<file path="config.mk">
export PLATFORM = sky130hd
export DESIGN_NAME = min_max_contrast_stretch_flat
export DESIGN_NICKNAME = d
export VERILOG_FILES = /design/src/hdl/mmcs_pkg.sv /design/src/hdl/mmcs_ifs.sv /design/src/hdl/mmcs_datapath.sv /design/src/hdl/mmcs_ctrl.sv /design/src/hdl/min_max_contrast_stretch.sv /design/src/flat_wrapper.sv
export SDC_FILE = /design/constraint.sdc
export NUM_CORES = 1
export LEC_CHECK = 0
export BUFFER_PORTS_ARGS = -buffer_cell sky130_fd_sc_hd__buf_2
export CORE_MARGIN = 10
export CORE_UTILIZATION = 52
export CTS_CLUSTER_SIZE = 30
export DETAILED_ROUTE_END_ITERATION = 6
export GPL_TIMING_DRIVEN = 0
export MAX_ROUTING_LAYER = met4
export PLACE_DENSITY = 0.69
export SYNTH_ARGS = -nofsm -noshare
export SYNTH_HDL_FRONTEND = slang
export SYNTH_SLANG_ARGS = --single-unit
</file>
<file path="constraint.sdc">
create_clock -name i_clk -period 3.1 [get_ports i_clk]
set_input_delay 0.31 -clock i_clk [delete_from_list [all_inputs] [get_ports i_clk]]
set_output_delay 0.31 -clock i_clk [all_outputs]
set_load 0.1 [all_outputs]
</file>
<file path="src/hdl/mmcs_pkg.sv">
// Shared constants, opcodes and controller command struct for the contrast stretch.
// No dependencies.
package mmcs_pkg;

    localparam int PIX_W  = 16;
    localparam int OUT_W  = 8;
    localparam int OP_W   = 2;
    localparam int DIFF_W = PIX_W + 1;
    localparam int PROD_W = PIX_W + OUT_W;
    localparam int STEPS  = OUT_W;
    localparam int DEN_W  = PIX_W + STEPS - 1;
    localparam int CNT_W  = $clog2(STEPS);

    localparam logic [OP_W-1:0] OP_MEASURE = 2'd0;
    localparam logic [OP_W-1:0] OP_RESCALE = 2'd1;
    localparam logic [OP_W-1:0] OP_CLEAR   = 2'd2;

    localparam logic signed [PIX_W-1:0] MIN_RESET = 16'sd32767;
    localparam logic signed [PIX_W-1:0] MAX_RESET = 16'sd0;
    localparam logic [OUT_W-1:0]        OUT_FULL  = 8'd255;

    typedef struct packed {
        logic measure;
        logic clear;
        logic capture;
        logic mul;
        logic div_step;
        logic out_load;
    } t_dp_cmd;

endpackage

</file>
<file path="src/hdl/mmcs_ifs.sv">
// Valid/ready channel interfaces for pixel input and scaled result output.
// Depends on mmcs_pkg.
interface mmcs_in_if;
    logic                                 valid;
    logic                                 ready;
    logic [mmcs_pkg::OP_W-1:0]            opcode;
    logic signed [mmcs_pkg::PIX_W-1:0]    pixel_value;

    modport source (output valid, output opcode, output pixel_value, input ready);
    modport sink   (input valid, input opcode, input pixel_value, output ready);
endinterface

interface mmcs_out_if;
    logic                          valid;
    logic                          ready;
    logic [mmcs_pkg::OUT_W-1:0]    scaled_pixel;
    logic                          range_zero;

    modport source (output valid, output scaled_pixel, output range_zero, input ready);
    modport sink   (input valid, input scaled_pixel, input range_zero, output ready);
endinterface

</file>
<file path="src/hdl/mmcs_datapath.sv">
// Datapath: running min/max, multiply by 255, restoring divider, output register.
// Depends on mmcs_pkg; driven by mmcs_ctrl commands.
module mmcs_datapath (
    input  logic                              i_clk,
    input  logic                              i_rst_n,
    input  mmcs_pkg::t_dp_cmd                 i_cmd,
    input  logic signed [mmcs_pkg::PIX_W-1:0] i_pixel_value,
    output logic [mmcs_pkg::OUT_W-1:0]        o_scaled_pixel,
    output logic                              o_range_zero
);
    import mmcs_pkg::*;

    logic signed [PIX_W-1:0]  r_min, r_max, n_min, n_max;
    logic signed [DIFF_W-1:0] r_diff, r_range;
    logic [PROD_W-1:0]        r_rem;
    logic [DEN_W-1:0]         r_den;
    logic [OUT_W-1:0]         r_quo;
    logic                     r_zero, r_low, r_high;
    logic [OUT_W-1:0]         r_scaled;
    logic                     r_rzero;

    logic signed [DIFF_W-1:0] w_diff_in, w_range_in;
    logic [PROD_W-1:0]        w_prod, w_den_ext, w_trial;
    logic                     w_ge;

    assign w_diff_in  = {i_pixel_value[PIX_W-1], i_pixel_value} - {r_min[PIX_W-1], r_min};
    assign w_range_in = {r_max[PIX_W-1], r_max} - {r_min[PIX_W-1], r_min};
    // diff * 255 as (diff << 8) - diff, valid only when 0 < diff < range
    assign w_prod     = {r_diff[PIX_W-1:0], {OUT_W{1'b0}}}
                      - {{OUT_W{1'b0}}, r_diff[PIX_W-1:0]};
    assign w_den_ext  = {{(PROD_W-DEN_W){1'b0}}, r_den};
    assign w_ge       = r_rem >= w_den_ext;
    assign w_trial    = r_rem - w_den_ext;

    always_comb begin
        n_min = r_min;
        n_max = r_max;
        if (i_cmd.clear) begin
            n_min = MIN_RESET;
            n_max = MAX_RESET;
        end else if (i_cmd.measure) begin
            if (i_pixel_value < r_min) begin
                n_min = i_pixel_value;
            end
            if (i_pixel_value > r_max) begin
                n_max = i_pixel_value;
            end
        end
    end

    always_ff @(posedge i_clk) begin
        if (!i_rst_n) begin
            r_min <= MIN_RESET;
            r_max <= MAX_RESET;
        end else begin
            r_min <= n_min;
            r_max <= n_max;
        end
    end

    always_ff @(posedge i_clk) begin
        if (i_cmd.capture) begin
            r_diff  <= w_diff_in;
            r_range <= w_range_in;
        end
        if (i_cmd.mul) begin
            r_rem  <= w_prod;
            r_den  <= {r_range[PIX_W-1:0], {(STEPS-1){1'b0}}};
            r_quo  <= '0;
            r_zero <= r_range[DIFF_W-1] || (r_range == '0);
            r_low  <= r_diff[DIFF_W-1] || (r_diff == '0);
            r_high <= r_diff >= r_range;
        end
        if (i_cmd.div_step) begin
            if (w_ge) begin
                r_rem <= w_trial;
            end
            r_quo <= {r_quo[OUT_W-2:0], w_ge};
            r_den <= r_den >> 1;
        end
        if (i_cmd.out_load) begin
            r_rzero <= r_zero;
            if (r_zero || r_low) begin
                r_scaled <= '0;
            end else if (r_high) begin
                r_scaled <= OUT_FULL;
            end else begin
                r_scaled <= r_quo;
            end
        end
    end

    assign o_scaled_pixel = r_scaled;
    assign o_range_zero   = r_rzero;

endmodule

</file>
<file path="src/hdl/mmcs_ctrl.sv">
// Controller: handshakes, opcode decode, divider step count, output valid.
// Depends on mmcs_pkg; commands mmcs_datapath.
module mmcs_ctrl (
    input  logic                       i_clk,
    input  logic                       i_rst_n,
    input  logic                       i_in_valid,
    input  logic [mmcs_pkg::OP_W-1:0]  i_opcode,
    output logic                       o_in_ready,
    output logic                       o_out_valid,
    input  logic                       i_out_ready,
    output mmcs_pkg::t_dp_cmd          o_cmd
);
    import mmcs_pkg::*;

    localparam logic [1:0] S_IDLE = 2'd0;
    localparam logic [1:0] S_MUL  = 2'd1;
    localparam logic [1:0] S_DIV  = 2'd2;
    localparam logic [1:0] S_FIN  = 2'd3;

    logic [1:0]       r_state, n_state;
    logic [CNT_W-1:0] r_cnt, n_cnt;
    logic             r_out_valid, n_out_valid;
    logic             w_accept;

    assign o_in_ready = (r_state == S_IDLE);
    assign w_accept   = i_in_valid && o_in_ready;

    always_comb begin
        n_state        = r_state;
        n_cnt          = r_cnt;
        o_cmd          = '0;
        o_cmd.measure  = w_accept && (i_opcode == OP_MEASURE);
        o_cmd.clear    = w_accept && (i_opcode == OP_CLEAR);
        o_cmd.capture  = w_accept && (i_opcode == OP_RESCALE);
        case (r_state)
            S_IDLE: begin
                if (o_cmd.capture) begin
                    n_state = S_MUL;
                end
            end
            S_MUL: begin
                o_cmd.mul = 1'b1;
                n_cnt     = '0;
                n_state   = S_DIV;
            end
            S_DIV: begin
                o_cmd.div_step = 1'b1;
                n_cnt          = r_cnt + CNT_W'(1);
                if (r_cnt == CNT_W'(STEPS - 1)) begin
                    n_state = S_FIN;
                end
            end
            S_FIN: begin
                if (!r_out_valid || i_out_ready) begin
                    o_cmd.out_load = 1'b1;
                    n_state        = S_IDLE;
                end
            end
            default: begin
                n_state = S_IDLE;
            end
        endcase
        if (o_cmd.out_load) begin
            n_out_valid = 1'b1;
        end else if (i_out_ready) begin
            n_out_valid = 1'b0;
        end else begin
            n_out_valid = r_out_valid;
        end
    end

    always_ff @(posedge i_clk) begin
        if (!i_rst_n) begin
            r_state     <= S_IDLE;
            r_cnt       <= '0;
            r_out_valid <= 1'b0;
        end else begin
            r_state     <= n_state;
            r_cnt       <= n_cnt;
            r_out_valid <= n_out_valid;
        end
    end

    assign o_out_valid = r_out_valid;

endmodule

</file>
<file path="src/hdl/min_max_contrast_stretch.sv">
// Top level of the two-pass min/max contrast stretch.
// Depends on mmcs_pkg, mmcs_ifs, mmcs_ctrl and mmcs_datapath.
//
// Usage:
//   i_pix carries one transaction per item: opcode and a signed 16-bit pixel.
//   Opcode measure folds the pixel into the running min and max; clear restores
//   min 32767 and max 0; rescale yields one transaction on o_res. Opcode 3 is
//   dropped without effect.
//   Measure, clear and unused items are taken back to back.
//   A rescale item runs in steps: capture, one multiply by 255, eight
//   restoring divider steps (one quotient bit each), then the output register
//   load. The result is on o_res the cycle after that; i_pix is not ready
//   during the rescale.
//   o_res is a registered output, so the next item is taken while a result
//   waits. If the receiver stalls, a second rescale holds in its last step
//   until the output register frees.
//   Synchronous active-low reset empties the output and restores the min/max.
//   range_zero flags max - min not positive; scaled_pixel is then 0.
module min_max_contrast_stretch (
    input  logic              i_clk,
    input  logic              i_rst_n,
    mmcs_in_if.sink           i_pix,
    mmcs_out_if.source        o_res
);
    import mmcs_pkg::*;

    t_dp_cmd w_cmd;

    mmcs_ctrl u_ctrl (
        .i_clk       (i_clk),
        .i_rst_n     (i_rst_n),
        .i_in_valid  (i_pix.valid),
        .i_opcode    (i_pix.opcode),
        .o_in_ready  (i_pix.ready),
        .o_out_valid (o_res.valid),
        .i_out_ready (o_res.ready),
        .o_cmd       (w_cmd)
    );

    mmcs_datapath u_dp (
        .i_clk          (i_clk),
        .i_rst_n        (i_rst_n),
        .i_cmd          (w_cmd),
        .i_pixel_value  (i_pix.pixel_value),
        .o_scaled_pixel (o_res.scaled_pixel),
        .o_range_zero   (o_res.range_zero)
    );

endmodule

</file>
<file path="src/flat_wrapper.sv">
// flat-port wrapper written by rule: the top's interface ports become plain ports
module min_max_contrast_stretch_flat import mmcs_pkg::*;
  (i_clk, i_rst_n, i_pix_valid, i_pix_opcode, i_pix_pixel_value, i_pix_ready, o_res_valid, o_res_scaled_pixel, o_res_range_zero, o_res_ready);
  mmcs_in_if i_pix_i ();
  mmcs_out_if o_res_i ();
  input  logic i_clk;
  input  logic i_rst_n;
  input wire logic [$bits(i_pix_i.valid)-1:0] i_pix_valid;
  input wire logic [$bits(i_pix_i.opcode)-1:0] i_pix_opcode;
  input wire logic [$bits(i_pix_i.pixel_value)-1:0] i_pix_pixel_value;
  output wire logic [$bits(i_pix_i.ready)-1:0] i_pix_ready;
  output wire logic [$bits(o_res_i.valid)-1:0] o_res_valid;
  output wire logic [$bits(o_res_i.scaled_pixel)-1:0] o_res_scaled_pixel;
  output wire logic [$bits(o_res_i.range_zero)-1:0] o_res_range_zero;
  input wire logic [$bits(o_res_i.ready)-1:0] o_res_ready;
  assign i_pix_i.valid = i_pix_valid;
  assign i_pix_i.opcode = i_pix_opcode;
  assign i_pix_i.pixel_value = i_pix_pixel_value;
  assign i_pix_ready = i_pix_i.ready;
  assign o_res_valid = o_res_i.valid;
  assign o_res_scaled_pixel = o_res_i.scaled_pixel;
  assign o_res_range_zero = o_res_i.range_zero;
  assign o_res_i.ready = o_res_ready;
  min_max_contrast_stretch u_core (.i_clk(i_clk), .i_rst_n(i_rst_n), .i_pix(i_pix_i), .o_res(o_res_i));
endmodule
</file>
==> impl_metrics.ini, run 1 <==
[finish]
final_layout_size_suffix_gt1_share_pct = 8.14
n_antenna_cell = 0
design_area_um2 = 10800
syn2layout_area_growth_pct = 11.7
fillers = 1575
final_nets = 1259

[logic_synthesis]
synth_top_family_by_area = compound AO/OA/AOI/OAI gates
yosysTopAreaCellShare_pct = 23.6
synth_nets = 1208
synthMuxAreaShare_pct = 2.96
synthMostInstantiatedCell = nand2_1
synthAdderAreaFrac_pct = 14.0
synthTopCellsByCount = nand2_1 (129), inv_1 (111), ha_1 (104)
synth_xor_area_share_pct = 3.98
synthSimpleGateAreaFrac_pct = 16.0
synth.avg_cell_area_um2 = 8.98
seq_area_frac_synth_pct = 36.6
synthArstFlopShare_pct = 0
synth_edf_count = 76
synth-compound-area-share_pct = 20.6
synth.largest_area_cell = edfxtp_1
syn_area_um2 = 9690
synthCells = 1079
synth.distinct_cells = 68
synth_warnings = 0
ys_ff_latch = 139
synth_area_leaders = edfxtp_1 (24%), ha_1 (13%), dfxtp_1 (13%)
synth-main-ff-cell = edfxtp_1

[routing]
vias_per_cell = 5.77
ant_nets = 0
vias = 7914
postRouteWirelength_mm = 22.9
dr.pass1.iters = 5
wire_per_inst_um = 16.7
drc = 0
drtIter0Drc = 538

[critical_path]
crit_type = flip-flop to flip-flop
cp-start-kind = flip-flop
reg2reg_from = u_core.u_dp.r_diff[8]
critPathLaunch = u_core.u_dp.r_diff[8]
timing.rr.end = u_core.u_dp.r_rem[23]
cp.required_ns = 3.39
r2r_slack_ns = 0.1
arrival_ns = 3.29
crit_path_max_fanout = 9
r2r.worst_path.cells = 9
cp-end-kind = flip-flop

[clock_tree]
clk_pin_slew_ns = 0.06
cts_tree = built
cts_root_buf = clkbuf_16
cts_made_buffers = 17
clock_latency_ns = 0.43
clock_sinks = 139
clk_path_buf_depth = 2
cts_max_level = 4

[global_routing]
grt.overflow.total = 0
antenna_found_initial = 0
grt_util_all_layers_pct = 19.5
grt_max_degree = 38
grt_pass1_wl_mm = 37.7
first_global_vias = 7659

[die]
die_y_um = 157
ios = 33
die_width_um = 157
design.die.area_um2 = 24500
initial_core_util_pct = 53.4
rows = 49
core_area_um2 = 18100

[sta]
fmax_mhz = 333
grt_setup_unrepaired = false
slew_violations = 0
fin_crit_sh_pct = 96.8
hold_viol_final = 0
relSlewSlack_pct = 19.8
tightestPinTransition_ns = 1.20
fin_crit_ns = 3.00
clock_skew_ns = 0.0123
setup_viol = 0

[placed_design]
dpl_cell_area_um2 = 10100
gp_congestion = 0.918
io_buffers = 32
dp_hpwl_mm = 17.9

[power]
power_density_nw_per_um2 = 820
peakVddDrop_mv = 0.402
finalPower_w = 0.00887
p_leak_nw = 4.82

[hold_path]
min-delay-start = i_pix_pixel_value[0]
hold_class = input pin to flip-flop
min_to = u_core.u_dp.r_min[0]
min_delay_path_depth = 3

[outcome]
status = complete, no violations

[run]
drv_cap = 0
state kept, by name, summed over array words and instances (netlist names):
signal and cells:
u_core.u_ctrl.o_out_valid 1, u_core.u_ctrl.r_cnt 3, u_core.u_ctrl.r_state 2, u_core.u_dp.o_range_zero 1
u_core.u_dp.o_scaled_pixel 8, u_core.u_dp.r_den 23, u_core.u_dp.r_diff 17, u_core.u_dp.r_high 1
u_core.u_dp.r_low 1, u_core.u_dp.r_max 16, u_core.u_dp.r_min 16, u_core.u_dp.r_quo 8
u_core.u_dp.r_range 17, u_core.u_dp.r_rem 24, u_core.u_dp.r_zero 1
power by group:
group,internal [W],switching [W],leakage (nW)
combinational,0.00156,0.00236,3.30
sequential,0.00247,0.000246,1.22
clock,0.00143,0.000808,0.299
metrics by stage:
step	setup WS [ns]	util, %	hold slack, ns	cells	TNS, ns
2_1_floorplan	0.373	-	0.427	1079	0
3_3_place_gp	-0.448	55.9	0.450	1340	-3.62
3_5_place_dp	-0.450	55.9	0.454	1340	-4.27
4_1_cts	0.112	59.5	0.135	1372	0
5_1_grt	0.0124	59.6	0.162	1372	0
6_report	0.0985	59.6	0.142	1372	0
critical path, cell delays in order (launching register included):
cell	delay, ns
edfxtp_1	0.59
inv_1	0.09
ha_1	0.33
or4b_1	0.52
nor4_1	0.37
o31ai_1	0.17
a21bo_2	0.26
nand4_1	0.10
nor4b_1	0.35
a211oi_1	0.09
worst max-delay path by stage:
stage | cells after the start | to
floorplan | 10 | u_core.u_dp.r_rem[19]
global placement | 11 | u_core.u_dp.r_rem[23]
detailed placement | 11 | u_core.u_dp.r_rem[21]
CTS | 11 | u_core.u_dp.r_rem[23]
global route | 9 | u_core.u_dp.r_rem[19]
finish | 9 | u_core.u_dp.r_rem[23]
final cells by class:
class                      count  area, um2  area share [%]
clock buffer                  18        429            3.97
clock inverter                14        219            2.02
inverter                     112        420            3.89
sequential                   139       3540            32.7
tap                          229        287            2.65
multi-input combinational    795       5600            51.8
timing repair buffer          33        168            1.55
buffer                        32        153            1.41
cells by family after synthesis:
group	Yosys count
simple gates	323
compound gates	293
buf+inv	145
flops	139
fa+ha+maj	107
xor+xnor	44
mux	28
layer usage:
layer / wire, um / part of all wire [%] / global-route usage (%) / vias to the layer above
li1: - / - / - / 4014
met5: 0 / 0 / - / -
met1: 10600 / 46 / 23.8 / 3690
met2: 11100 / 48 / 32.4 / 182
met3: 775 / 3.4 / 2.80 / 28
met4: 452 / 2.0 / 6.56 / 0
what timing repair did:
item	in CTS	in global routing
pin swaps	1	0
hold buffers	0	0
endpoints found under the setup margin	24	29
endpoints found under the hold margin	0	0
resized for setup	3	11
buffers inserted	1	0
cells in the final DEF (no fill, tap or decap), types with 17 or more instances in the layout:
| cell | n |
|---|---|
| a21o_1 | 22 |
| a21oi_1 | 66 |
| and2_1 | 17 |
| buf_2 | 34 |
| clkbuf_1 | 26 |
| clkbuf_16 | 17 |
| dfxtp_1 | 63 |
| edfxtp_1 | 76 |
| ha_1 | 103 |
| inv_1 | 111 |
| mux2i_1 | 23 |
| nand2_1 | 129 |
| nand3_1 | 21 |
| nor2_1 | 52 |
| nor3_1 | 17 |
| o211ai_1 | 31 |
| o21a_1 | 24 |
| o21ai_0 | 50 |
| xnor2_1 | 28 |
Power figures use the tool's default switching activity.
==> run 2: changes to the inputs <==
--- a/config.mk
+++ b/config.mk
@@ -7,12 +7,13 @@
 export LEC_CHECK = 0
 export BUFFER_PORTS_ARGS = -buffer_cell sky130_fd_sc_hd__buf_2
 export CORE_MARGIN = 10
-export CORE_UTILIZATION = 52
-export CTS_CLUSTER_SIZE = 30
+export CORE_UTILIZATION = 50
+export CTS_CLUSTER_SIZE = 28
 export DETAILED_ROUTE_END_ITERATION = 6
 export GPL_TIMING_DRIVEN = 0
 export MAX_ROUTING_LAYER = met4
-export PLACE_DENSITY = 0.69
+export PLACE_DENSITY = 0.66
+export SLEW_MARGIN = 15
 export SYNTH_ARGS = -nofsm -noshare
 export SYNTH_HDL_FRONTEND = slang
 export SYNTH_SLANG_ARGS = --single-unit
==> impl_metrics.ini, run 2 (synthesis results as in run 1) <==
[finish]
design_area_um2 = 10800
regMostFlops = u_core.u_dp.r_rem
multi_input_area_um2 = 5610
n_antenna_cell = 0
largest_reg_flops = 24
seqCellArea_um2 = 3540
most-common-layout-cells = nand2_1 (129), inv_1 (110), ha_1 (103)
final_nets = 1261
fillers = 1736
reg_top3 = u_core.u_dp.r_rem x24, u_core.u_dp.r_den x23
final_layout_size_suffix_gt1_share_pct = 8.56
final_common_cell = nand2_1
syn2layout_area_growth_pct = 11.9

[sta]
relSlewSlack_pct = 46.3
grt_setup_unrepaired = true
fmax_mhz = 346
setup_viol = 0
clock_skew_ns = 0.0151
slew_violations = 0
holdWs_ns = 0.154
fin_setup_tns_ns = 0
tightestPinTransition_ns = 0.806
fin_crit_sh_pct = 93.2
fin_crit_ns = 2.89
hold_viol_final = 0

[critical_path]
cp-start-kind = flip-flop
crit_path_max_fanout = 10
r2r_slack_ns = 0.21
arrival_ns = 3.23
r2r.worst_path.cells = 12
crit_type = flip-flop to flip-flop
cp-end-kind = flip-flop
cp.required_ns = 3.44
reg2reg_from = u_core.u_dp.r_den[16]
timing.rr.end = u_core.u_dp.r_rem[23]

[routing]
wire_per_inst_um = 16.2
ant_nets = 0
drtIter0Drc = 362
postRouteWirelength_mm = 22.7
drc = 0
vias_per_cell = 5.56
dr.pass1.iters = 5
vias = 7806

[placed_design]
dpl_cell_area_um2 = 10200
dp_hpwl_mm = 17.9
io_buffers = 32
gp_congestion = 0.938

[die]
die_width_um = 159
rows = 50
initial_core_util_pct = 51.3
die_y_um = 159
core_area_um2 = 18900
ios = 33
design.die.area_um2 = 25300

[clock_tree]
cts_tree = built
clk_path_buf_depth = 2
clock_latency_ns = 0.42
cts_made_buffers = 17
cts_root_buf = clkbuf_16
clock_sinks = 139
cts_max_level = 4
clk_pin_slew_ns = 0.07

[power]
combinationalPowerShare_pct = 44.9
power_density_nw_per_um2 = 807
p_leak_nw = 4.81
intPower_w = 0.00530
swShare_pct = 39.4
power.switching_w = 0.00345
peakVddDrop_mv = 0.365
p_clk_share_pct = 24.2
p_seq_share_pct = 31.0

[outcome]
status = complete, no violations

[global_routing]
first_global_vias = 7604
grt_max_degree = 38
grt_util_all_layers_pct = 18.2
antenna_found_initial = 0
grt.overflow.total = 0
grt_pass1_wl_mm = 37.4

[hold_path]
min-delay-start = i_pix_pixel_value[0]
hold_class = input pin to flip-flop
min_delay_path_depth = 3
min_to = u_core.u_dp.r_min[0]

[run]
drv_cap = 0
==> run 2: critical path, cell delays in order (launching register included) <==
cell and delay [ns]:
edfxtp_1 0.35, inv_1 0.06, ha_1 0.27, clkbuf_1 0.27, and4_1 0.35, and4b_1 0.32
nand4_1 0.19, o221ai_1 0.12, a21oi_1 0.10, inv_2 0.16, clkbuf_4 0.27, o21ai_0 0.12
a211oi_1 0.23
==> run 2: per-layer routing <==
metal	track usage, %	vias to the layer above	wire [um]
met5	-	-	0
met4	5.18	0	371
met3	3.15	25	889
met2	30.3	156	11000
met1	22.3	3605	10500
li1	-	4020	-
==> run 2: stage by stage <==
step	setup slack (ns)	std cells	util, %	power, W
floorplan	0.373	1079	-	0.00566
global placement	-0.482	1371	53.9	0.00652
detailed placement	-0.465	1371	53.9	0.00657
CTS	0.00848	1402	57.2	0.00873
global route	-0.0521	1405	57.4	0.00939
finish	0.210	1405	57.4	0.00875
==> run 2: power groups by stage <==
stage / logic [W] / clock network, W / registers [W]
after global placement: 0.00379 / 0 / 0.00273
after detailed placement: 0.00383 / 0 / 0.00274
final: 0.00393 / 0.00211 / 0.00271
after floorplan: 0.00298 / 0 / 0.00268
after global routing: 0.00441 / 0.00222 / 0.00275
after CTS: 0.00387 / 0.00215 / 0.00271
==> run 2: worst max path at each step <==
| stage | from | end | cells past startpoint |
|---|---|---|---|
| 3_3_place_gp | u_core.u_dp.r_den[0] | u_core.u_dp.r_rem[21] | 11 |
| 2_1_floorplan | u_core.u_dp.r_diff[8] | u_core.u_dp.r_rem[19] | 10 |
| 5_1_grt | u_core.u_dp.r_den[0] | u_core.u_dp.r_rem[23] | 11 |
| 6_report | u_core.u_dp.r_den[16] | u_core.u_dp.r_rem[23] | 12 |
| 4_1_cts | u_core.u_dp.r_den[0] | u_core.u_dp.r_rem[23] | 11 |
| 3_5_place_dp | u_core.u_dp.r_den[0] | u_core.u_dp.r_rem[23] | 11 |
==> run 2: layout make-up <==
| class | instances | area share [%] |
|---|---|---|
| buffer | 32 | 1.41 |
| sequential | 139 | 32.7 |
| multi-input combinational | 795 | 51.7 |
| inverter | 112 | 3.88 |
| clock inverter | 15 | 1.74 |
| timing repair buffer | 35 | 1.68 |
| clock buffer | 17 | 3.92 |
| tap | 260 | 3.00 |
==> run 2: what timing repair did <==
item                       in CTS  in global routing
pin swaps                       1                  1
setup buffers                   0                  3
hold buffers                    0                  0
setup endpoints to repair      24                 42
resized for setup               4                  9
